==> src/who_pkg.sv <==
// Package for the wheel and heading odometry block: request types, the sequencer
// state type, fixed-point constants and the constant tables.
// Depends on nothing; used by who_cordic and wheel_heading_odometry.
package who_pkg;

	localparam int CORDIC_STAGES_DEF = 16;

	localparam int ACC_W  = 48;
	localparam int X_W    = 36;
	localparam int Z_W    = 34;
	localparam int DIST_W = 33;
	localparam int QUOT_W = 18;
	localparam int MUL_W  = 33;

	localparam logic [31:0]       CFG_RESET   = 32'd402625;
	localparam logic [DIST_W-1:0] DIST_MAX    = 33'h1_FFFF_FFFF;
	localparam logic [MUL_W-1:0]  KINV_Q30    = 33'd652032875;
	localparam logic [MUL_W-1:0]  HDIV_RECIP  = 33'd11930465;
	localparam int                HDIV_SHIFT  = 29;
	localparam logic [MUL_W-1:0]  HDIV_DIV    = 33'd45;
	localparam logic [15:0]       FRAC_STEP   = 16'd46603;

	localparam logic signed [ACC_W-1:0] ACC_MAX = {1'b0, {(ACC_W-1){1'b1}}};
	localparam logic signed [ACC_W-1:0] ACC_MIN = {1'b1, {(ACC_W-1){1'b0}}};

	typedef struct packed {
		logic signed [31:0] wheel_angle;
		logic signed [23:0] heading;
	} in_item_t;

	typedef struct packed {
		logic signed [ACC_W-1:0] x_position;
		logic signed [ACC_W-1:0] y_position;
	} out_item_t;

	typedef enum logic [2:0] {
		ST_IDLE,
		ST_MDIST,
		ST_MHEAD,
		ST_MX0,
		ST_MA45,
		ST_THETA,
		ST_ROT,
		ST_ACC
	} state_t;

	typedef struct packed {
		logic load;
		logic run;
	} cordic_ctrl_t;

	function automatic logic [29:0] atan_turn(input logic [4:0] idx);
		logic [29:0] val;
		case (idx)
			5'd0:    val = 30'd536870912;
			5'd1:    val = 30'd316933406;
			5'd2:    val = 30'd167458907;
			5'd3:    val = 30'd85004756;
			5'd4:    val = 30'd42667331;
			5'd5:    val = 30'd21354465;
			5'd6:    val = 30'd10679838;
			5'd7:    val = 30'd5340245;
			5'd8:    val = 30'd2670163;
			5'd9:    val = 30'd1335087;
			5'd10:   val = 30'd667544;
			5'd11:   val = 30'd333772;
			5'd12:   val = 30'd166886;
			5'd13:   val = 30'd83443;
			5'd14:   val = 30'd41722;
			5'd15:   val = 30'd20861;
			5'd16:   val = 30'd10430;
			5'd17:   val = 30'd5215;
			5'd18:   val = 30'd2608;
			5'd19:   val = 30'd1304;
			5'd20:   val = 30'd652;
			5'd21:   val = 30'd326;
			5'd22:   val = 30'd163;
			5'd23:   val = 30'd81;
			5'd24:   val = 30'd41;
			5'd25:   val = 30'd20;
			5'd26:   val = 30'd10;
			5'd27:   val = 30'd5;
			5'd28:   val = 30'd3;
			5'd29:   val = 30'd1;
			5'd30:   val = 30'd1;
			default: val = 30'd0;
		endcase
		return val;
	endfunction

	// Rounded remainder part of the heading conversion: the remainder r of the
	// heading over 45 contributes r * 2^21 / 45, rounded to nearest.
	function automatic logic [20:0] heading_frac(input logic [5:0] rem);
		logic [4:0] corr;
		case (rem)
			6'd0, 6'd1:                 corr = 5'd0;
			6'd2, 6'd3:                 corr = 5'd1;
			6'd4, 6'd5, 6'd6:           corr = 5'd2;
			6'd7, 6'd8, 6'd9:           corr = 5'd3;
			6'd10, 6'd11:               corr = 5'd4;
			6'd12, 6'd13, 6'd14:        corr = 5'd5;
			6'd15, 6'd16, 6'd17:        corr = 5'd6;
			6'd18, 6'd19:               corr = 5'd7;
			6'd20, 6'd21, 6'd22:        corr = 5'd8;
			6'd23, 6'd24, 6'd25:        corr = 5'd9;
			6'd26, 6'd27:               corr = 5'd10;
			6'd28, 6'd29, 6'd30:        corr = 5'd11;
			6'd31, 6'd32, 6'd33:        corr = 5'd12;
			6'd34, 6'd35:               corr = 5'd13;
			6'd36, 6'd37, 6'd38:        corr = 5'd14;
			6'd39, 6'd40, 6'd41:        corr = 5'd15;
			6'd42, 6'd43:               corr = 5'd16;
			6'd44:                      corr = 5'd17;
			default:                    corr = 5'd0;
		endcase
		return 21'(22'(rem) * 22'(FRAC_STEP)) + 21'(corr);
	endfunction

	function automatic logic signed [ACC_W-1:0] sat_acc(input logic signed [ACC_W:0] sum);
		logic signed [ACC_W-1:0] res;
		if (sum[ACC_W] != sum[ACC_W-1]) begin
			res = sum[ACC_W] ? ACC_MIN : ACC_MAX;
		end else begin
			res = sum[ACC_W-1:0];
		end
		return res;
	endfunction

endpackage

==> src/who_cordic.sv <==
// Rotation-mode CORDIC with one shared add, subtract and shift datapath that
// steps through one stage per cycle while run is high, under a stage counter.
// Depends on who_pkg for widths, the control struct and the arctangent table.
module who_cordic #(
	parameter int CORDIC_STAGES = who_pkg::CORDIC_STAGES_DEF
) (
	input  logic                            clk,
	input  logic                            arst_n,
	input  who_pkg::cordic_ctrl_t           ctrl,
	input  logic signed [who_pkg::X_W-1:0]  x_init,
	input  logic signed [who_pkg::Z_W-1:0]  z_init,
	output logic signed [who_pkg::X_W-1:0]  x_out,
	output logic signed [who_pkg::X_W-1:0]  y_out,
	output logic                            last
);

	localparam int CNT_W = $clog2(CORDIC_STAGES);

	logic [CNT_W-1:0]               cnt_q;
	logic signed [who_pkg::X_W-1:0] x_q;
	logic signed [who_pkg::X_W-1:0] y_q;
	logic signed [who_pkg::Z_W-1:0] z_q;
	logic signed [who_pkg::X_W-1:0] x_sh;
	logic signed [who_pkg::X_W-1:0] y_sh;
	logic signed [who_pkg::Z_W-1:0] atan_c;

	assign x_sh   = x_q >>> cnt_q;
	assign y_sh   = y_q >>> cnt_q;
	assign atan_c = signed'(who_pkg::Z_W'(who_pkg::atan_turn(5'(cnt_q))));
	assign last   = (cnt_q == CNT_W'(CORDIC_STAGES - 1));
	assign x_out  = x_q;
	assign y_out  = y_q;

	always_ff @(posedge clk or negedge arst_n) begin
		if (!arst_n) begin
			cnt_q <= '0;
		end else if (ctrl.load) begin
			cnt_q <= '0;
		end else if (ctrl.run) begin
			cnt_q <= cnt_q + CNT_W'(1);
		end
	end

	always_ff @(posedge clk) begin
		if (ctrl.load) begin
			x_q <= x_init;
			y_q <= '0;
			z_q <= z_init;
		end else if (ctrl.run) begin
			if (!z_q[who_pkg::Z_W-1]) begin
				x_q <= x_q - y_sh;
				y_q <= y_q + x_sh;
				z_q <= z_q - atan_c;
			end else begin
				x_q <= x_q + y_sh;
				y_q <= y_q - x_sh;
				z_q <= z_q + atan_c;
			end
		end
	end

endmodule

==> src/wheel_heading_odometry.sv <==
// Top level of the single wheel dead-reckoning odometry block: request
// handshakes, configuration register, multiply sequencer and accumulators.
// Depends on who_pkg and who_cordic.
//
//   port group   direction  handshake          payload
//   in_*         into       in_valid/in_ready  who_pkg::in_item_t
//   out_*        out of     out_valid/out_ready who_pkg::out_item_t
//   cfg_*        into       cfg_wr_en          32-bit distance per degree
//
// A primed request goes from acceptance to result through four passes through the
// one 33 by 33 bit multiplier, the angle step, the CORDIC stages and the accumulate
// step. The first request after reset goes straight to the accumulate state. A new
// request is taken only in the idle state; the accumulators form the result
// register, and a finished update waits in the accumulate state while the previous
// result is still held on the output.
module wheel_heading_odometry #(
	parameter int CORDIC_STAGES = who_pkg::CORDIC_STAGES_DEF
) (
	input  logic               clk,
	input  logic               arst_n,
	input  logic               in_valid,
	output logic               in_ready,
	input  who_pkg::in_item_t  in_data,
	output logic               out_valid,
	input  logic               out_ready,
	output who_pkg::out_item_t out_data,
	input  logic               cfg_wr_en,
	input  logic [31:0]        cfg_wr_data
);

	localparam int HDIV_SHIFT_LO = who_pkg::HDIV_SHIFT;

	who_pkg::state_t state_q;
	who_pkg::state_t state_d;

	logic [31:0]                   cfg_q;
	logic [31:0]                   prev_wheel_q;
	logic                          primed_q;
	logic                          out_valid_q;
	logic signed [who_pkg::ACC_W-1:0] x_acc_q;
	logic signed [who_pkg::ACC_W-1:0] y_acc_q;

	logic                          skip_q;
	logic                          dneg_q;
	logic [31:0]                   dmag_q;
	logic                          hneg_q;
	logic [23:0]                   hmag_q;
	logic [who_pkg::DIST_W-1:0]    dist_q;
	logic [who_pkg::QUOT_W-1:0]    quot_q;
	logic signed [who_pkg::X_W-1:0] x0_q;
	logic                          flip_q;
	logic [2*who_pkg::MUL_W-1:0]   prod_q;

	logic                          accept;
	logic                          acc_load;
	logic [31:0]                   delta_c;
	logic [who_pkg::MUL_W-1:0]     mul_a;
	logic [who_pkg::MUL_W-1:0]     mul_b;
	logic [52:0]                   dist_round;
	logic [who_pkg::DIST_W-1:0]    dist_c;
	logic [33:0]                   x0_round;
	logic [5:0]                    rem_c;
	logic [31:0]                   theta_mag;
	logic [31:0]                   theta_c;
	logic                          flip_c;
	logic [31:0]                   z32_c;
	logic signed [who_pkg::Z_W-1:0] z_init;
	who_pkg::cordic_ctrl_t         cordic_ctrl;
	logic                          cordic_last;
	logic signed [who_pkg::X_W-1:0] cx;
	logic signed [who_pkg::X_W-1:0] cy;
	logic signed [who_pkg::X_W-1:0] dx;
	logic signed [who_pkg::X_W-1:0] dy;
	logic signed [who_pkg::ACC_W:0] x_sum;
	logic signed [who_pkg::ACC_W:0] y_sum;

	assign accept  = in_valid & in_ready;
	assign delta_c = in_data.wheel_angle - prev_wheel_q;

	assign dist_round = 53'((prod_q[63:0] + 64'd2048) >> 12);
	assign dist_c     = (dist_round > 53'(who_pkg::DIST_MAX)) ? who_pkg::DIST_MAX
		: dist_round[who_pkg::DIST_W-1:0];
	assign x0_round   = 34'((prod_q[63:0] + (64'd1 << 29)) >> 30);

	assign rem_c     = 6'(hmag_q - prod_q[23:0]);
	assign theta_mag = {quot_q[10:0], who_pkg::heading_frac(rem_c)};
	assign theta_c   = hneg_q ? (32'd0 - theta_mag) : theta_mag;
	assign flip_c    = theta_c[31] ^ theta_c[30];
	assign z32_c     = {theta_c[31] ^ flip_c, theta_c[30:0]};
	assign z_init    = who_pkg::Z_W'(signed'(z32_c));

	assign dx    = skip_q ? '0 : (flip_q ? -cx : cx);
	assign dy    = skip_q ? '0 : (flip_q ? -cy : cy);
	assign x_sum = (who_pkg::ACC_W+1)'(x_acc_q) + (who_pkg::ACC_W+1)'(dx);
	assign y_sum = (who_pkg::ACC_W+1)'(y_acc_q) + (who_pkg::ACC_W+1)'(dy);

	assign out_valid         = out_valid_q;
	assign out_data.x_position = x_acc_q;
	assign out_data.y_position = y_acc_q;

	who_cordic #(
		.CORDIC_STAGES(CORDIC_STAGES)
	) u_cordic (
		.clk    (clk),
		.arst_n (arst_n),
		.ctrl   (cordic_ctrl),
		.x_init (x0_q),
		.z_init (z_init),
		.x_out  (cx),
		.y_out  (cy),
		.last   (cordic_last)
	);

	always_comb begin
		state_d = state_q;
		case (state_q)
			who_pkg::ST_IDLE: begin
				if (accept) begin
					state_d = primed_q ? who_pkg::ST_MDIST : who_pkg::ST_ACC;
				end
			end
			who_pkg::ST_MDIST: state_d = who_pkg::ST_MHEAD;
			who_pkg::ST_MHEAD: state_d = who_pkg::ST_MX0;
			who_pkg::ST_MX0:   state_d = who_pkg::ST_MA45;
			who_pkg::ST_MA45:  state_d = who_pkg::ST_THETA;
			who_pkg::ST_THETA: state_d = who_pkg::ST_ROT;
			who_pkg::ST_ROT: begin
				if (cordic_last) begin
					state_d = who_pkg::ST_ACC;
				end
			end
			who_pkg::ST_ACC: begin
				if (!out_valid_q || out_ready) begin
					state_d = who_pkg::ST_IDLE;
				end
			end
			default: state_d = who_pkg::ST_IDLE;
		endcase
	end

	always_comb begin
		in_ready         = 1'b0;
		acc_load         = 1'b0;
		cordic_ctrl.load = 1'b0;
		cordic_ctrl.run  = 1'b0;
		mul_a            = '0;
		mul_b            = '0;
		case (state_q)
			who_pkg::ST_IDLE: in_ready = 1'b1;
			who_pkg::ST_MDIST: begin
				mul_a = who_pkg::MUL_W'(dmag_q);
				mul_b = who_pkg::MUL_W'(cfg_q);
			end
			who_pkg::ST_MHEAD: begin
				mul_a = who_pkg::MUL_W'(hmag_q);
				mul_b = who_pkg::HDIV_RECIP;
			end
			who_pkg::ST_MX0: begin
				mul_a = dist_q;
				mul_b = who_pkg::KINV_Q30;
			end
			who_pkg::ST_MA45: begin
				mul_a = who_pkg::MUL_W'(quot_q);
				mul_b = who_pkg::HDIV_DIV;
			end
			who_pkg::ST_THETA: cordic_ctrl.load = 1'b1;
			who_pkg::ST_ROT:   cordic_ctrl.run = 1'b1;
			who_pkg::ST_ACC:   acc_load = !out_valid_q || out_ready;
			default: in_ready = 1'b0;
		endcase
	end

	always_ff @(posedge clk or negedge arst_n) begin
		if (!arst_n) begin
			state_q      <= who_pkg::ST_IDLE;
			cfg_q        <= who_pkg::CFG_RESET;
			prev_wheel_q <= '0;
			primed_q     <= 1'b0;
			out_valid_q  <= 1'b0;
			x_acc_q      <= '0;
			y_acc_q      <= '0;
		end else begin
			state_q <= state_d;
			if (cfg_wr_en) begin
				cfg_q <= cfg_wr_data;
			end
			if (accept) begin
				prev_wheel_q <= in_data.wheel_angle;
				primed_q     <= 1'b1;
			end
			if (acc_load) begin
				x_acc_q     <= who_pkg::sat_acc(x_sum);
				y_acc_q     <= who_pkg::sat_acc(y_sum);
				out_valid_q <= 1'b1;
			end else if (out_ready) begin
				out_valid_q <= 1'b0;
			end
		end
	end

	always_ff @(posedge clk) begin
		prod_q <= mul_a * mul_b;
		if (accept) begin
			skip_q <= !primed_q;
			dneg_q <= delta_c[31];
			dmag_q <= delta_c[31] ? (32'd0 - delta_c) : delta_c;
			hneg_q <= in_data.heading[23];
			hmag_q <= in_data.heading[23] ? (24'd0 - in_data.heading) : in_data.heading;
		end
		if (state_q == who_pkg::ST_MHEAD) begin
			dist_q <= dist_c;
		end
		if (state_q == who_pkg::ST_MX0) begin
			quot_q <= prod_q[HDIV_SHIFT_LO +: who_pkg::QUOT_W];
		end
		if (state_q == who_pkg::ST_MA45) begin
			x0_q <= dneg_q ? -who_pkg::X_W'(x0_round) : who_pkg::X_W'(x0_round);
		end
		if (state_q == who_pkg::ST_THETA) begin
			flip_q <= flip_c;
		end
	end

`ifndef SYNTHESIS
	a_prime_only: assert property (@(posedge clk) disable iff (!arst_n)
		(accept && !primed_q) |=> (primed_q && skip_q && state_q == who_pkg::ST_ACC))
		else $error("first request after reset did not go straight to accumulate");

	a_acc_hold: assert property (@(posedge clk) disable iff (!arst_n)
		!acc_load |=> ($stable(x_acc_q) && $stable(y_acc_q)))
		else $error("position changed outside an accumulate update");

	a_rot_run: assert property (@(posedge clk) disable iff (!arst_n)
		(state_q == who_pkg::ST_ROT && !cordic_last) |=> (state_q == who_pkg::ST_ROT))
		else $error("rotation left before its last stage");

	a_result_shown: assert property (@(posedge clk) disable iff (!arst_n)
		acc_load |=> (out_valid_q && state_q == who_pkg::ST_IDLE))
		else $error("accumulate update did not present a result");
`endif

endmodule
==> config.mk <==
export PLATFORM = sky130hd
export DESIGN_NAME = wheel_heading_odometry
export DESIGN_NICKNAME = d
export VERILOG_FILES = /design/src/who_pkg.sv /design/src/who_cordic.sv /design/src/wheel_heading_odometry.sv
export SDC_FILE = /design/constraint.sdc
export NUM_CORES = 2
export LEC_CHECK = 0
export BUFFER_PORTS_ARGS = -buffer_cell sky130_fd_sc_hd__buf_2
export CORE_MARGIN = 2
export CORE_UTILIZATION = 45
export DETAILED_ROUTE_END_ITERATION = 10
export SYNTH_ARGS = -nofsm -noshare
export SYNTH_HDL_FRONTEND = slang
export SYNTH_HIERARCHICAL = 1
export SYNTH_SLANG_ARGS = --single-unit
==> constraint.sdc <==
create_clock -name clk -period 11.3 [get_ports clk]
set_input_delay 1.13 -clock clk [delete_from_list [all_inputs] [get_ports clk]]
set_output_delay 1.13 -clock clk [all_outputs]
set_load 0.05 [all_outputs]
==> reports/results.txt <==
fin. max-slew vios: 0
RePlAce Congestion: 1.006
# hold bufs at CTS: 0
total CTS buffers: 61
Avg Inst Size Synth: 8.586 um^2
Seq/Total Area, Yosys: 16.51%
Synth top area share: 24.65%
I/O pin count: 191
Synth async-reset ratio: 35.14%
Crit Path Class: register to register
Die H: 416.7 um
Initial DRT Pass Iterations: 6
R2R depth: 29
Clock Tree Buf Depth: 3
maximum clock rate: 94.93 MHz
Period minus WS final: 10.53 ns
fin crit share: 93.23%
non-filler cells, final: 11.22k
Most used DFF post-synth: edfxtp_1
Critical Path AT: 11.14 ns
initial core utilization: 45.28%
first-pass GRT wire length: 404.2 mm
actual slew at the worst max-slew pin: 1.199 ns
hold_ws: 0.3686 ns
Worst EP required: 11.90 ns
kind of start point of the critical path: register
status: finished clean
largest net degree at the start of global routing: 184
final hold vios: 0
Final WS setup: 0.7654 ns
maximum fanout along the worst path: 63
DPL Wire Length: 216.4 mm
Routed WL per cell: 23.77 um
die area: 173700 um^2
# setup viols final: 0
Cell Count Post-Placement: 11.10k
largest cells by area after synthesis: fa_1 25%, ha_1 9.2%, edfxtp_1 8.5%
leading cell type by number of instances after synthesis: inv_1
post-cts resize count: 0
Commonest cells post-synth: 1215 x inv_1, 1193 x nand2_1, 944 x fa_1
min-delay worst type: primary input to async pin
clk root buf: clkbuf_16
Residual DRC: 0
Crit path top cell by count: fa_1
core area: 169300 um^2
number of H-tree levels: 2
CTS tree: built
initial antenna violation count: 11
Worst setup EP type: register
RSZ-0062 raised after global routing: no
relative slew slack: 20.04%
FP Rows: 151
critical path's slowest cell: a22o_1
maxcap violations: 0
Worst-Skew Late Latency: 0.74 ns
synthesis-stage register bit count: 481
vias in the first global route: 64.58k
Yosys warning total: 6
Slowest Stage Delay on Critical Path: 1.00 ns
routed vias: 64.72k
Post-DRT Antenna Nets: 0
clk sink count: 481
Chip Width: 416.7 um
postcts setup bufs: 0
total grt overflow: 0
drt via density: 5.770
Final nets: 10.55k
total track usage: 30.59%
setup TNS: 0 ns
Syn Std Cell Area: 76660 um^2
largest area contributor in the netlist: fa_1
final setup skew: 0.04170 ns
EDFF count, synth: 217
DRT iter0 DRCs: 5754
pre-CTS setup slack: 0.8851 ns
PortBufs: 190
post-synth cell types: 114
Worst-path clk slew: 0.07 ns
Post-Route WL: 266.6 mm
Post-Synthesis Cells: 8928
P&R area growth vs syn: 7.511%
ratio of cells with drive above 1 in the final layout: 8.538%
-- per-layer routing --
metal | GRT usage, % | share of wire [%]
met4 | 13.09 | 5.1
met5 | 0 | 0
met3 | 4.860 | 7.6
met2 | 48.33 | 45
met1 | 41.65 | 42
-- layout by cell type, fill, tap and decap left out, types with 53 or more instances in the layout --
master / synthesis / final
a21o_1: 186 / 186
mux4_2: 86 / 86
o21ai_0: 410 / 410
edfxtp_1: 217 / 217
buf_2: 31 / 189
xor2_1: 242 / 242
nand3_1: 111 / 111
nand4_1: 55 / 55
o31ai_1: 67 / 67
dfrtp_1: 162 / 158
nand2_1: 1193 / 1193
nor2b_1: 65 / 65
nand2b_1: 54 / 53
and3_1: 73 / 72
mux2i_1: 73 / 73
mux2_2: 75 / 75
a31oi_1: 67 / 67
nor2_1: 913 / 910
nor3_1: 104 / 103
xnor2_1: 382 / 382
a21oi_1: 393 / 384
clkbuf_16: 1 / 65
ha_1: 566 / 566
inv_1: 1215 / 1215
fa_1: 944 / 944
dfxtp_1: 95 / 95
buf_4: 7 / 180
-- layout make-up --
cell class	instances	area, um^2
Clock inverter	32	334.1
Timing Repair Buffer	373	2371
Antenna cell	3	7.507
Fill cell	16470	86870
Clock buffer	83	1744
Inverter	1219	4576
Tap cell	2218	2775
Multi-Input combinational cell	6807	57940
Sequential cell	481	12670
-- sequential cells by signal (all words and copies together) (netlist names), 18 cells and up --
name            flops
cfg_q              32
dist_q             33
dmag_q             32
hmag_q             24
prev_wheel_q       32
prod_q             59
quot_q             18
u_cordic/x_out     36
u_cordic/y_out     36
u_cordic/z_q       34
x0_q               36
x_acc_q            48
y_acc_q            48
-- logic make-up after synthesis --
kind of cell               count (synthesis)  synth area share (%)
xor gates and xnor gates                 624                 7.129
AOI/OAI and AO/OA                       1601                 13.42
DFF                                      481                 16.51
buffers and inverters                   1650                 8.272
other                                      2              0.009797
adders and majority gates               1510                 33.89
muxes                                    238                 4.645
and+or+nand+nor                         2822                 16.13
-- worst max-delay path: cells and delay by family, from the launching register on --
kind	cells	cell delay (ns)
fa+ha+maj	9	4.60
compound gates	7	2.63
buf+inv	8	1.29
simple gates	4	1.28
flops	1	0.35
xor+xnor	1	0.15
-- metrics by stage --
stage | instance area [um^2] | utilization [%]
3_5_place_dp | 80330 | 47.45
6_report | 82420 | 48.69
5_1_grt | 82420 | 48.69
4_1_cts | 82410 | 48.68
2_1_floorplan | 76690 | -
3_3_place_gp | 80330 | 47.45
-- final timing paths --
kind,to,slack (ns),start
max in group asynchronous,u_cordic/cnt_q[2]$_DFFE_PN0P_,8.77,arst_n
max reg2reg,prod_q[62]$_DFF_P_,0.77,state_q[0]$_DFFE_PN0P_
min,y_acc_q[1]$_DFFE_PN0P_,0.37,arst_n
min in group clk,primed_q$_DFFE_PN0P_,0.51,primed_q$_DFFE_PN0P_
min reg2reg,primed_q$_DFFE_PN0P_,0.51,primed_q$_DFFE_PN0P_
max,prod_q[62]$_DFF_P_,0.77,state_q[0]$_DFFE_PN0P_
Power is left out: the tool's default activity adds up to more than one toggle a clock period on the data nets, which glitch-free logic cannot reach.
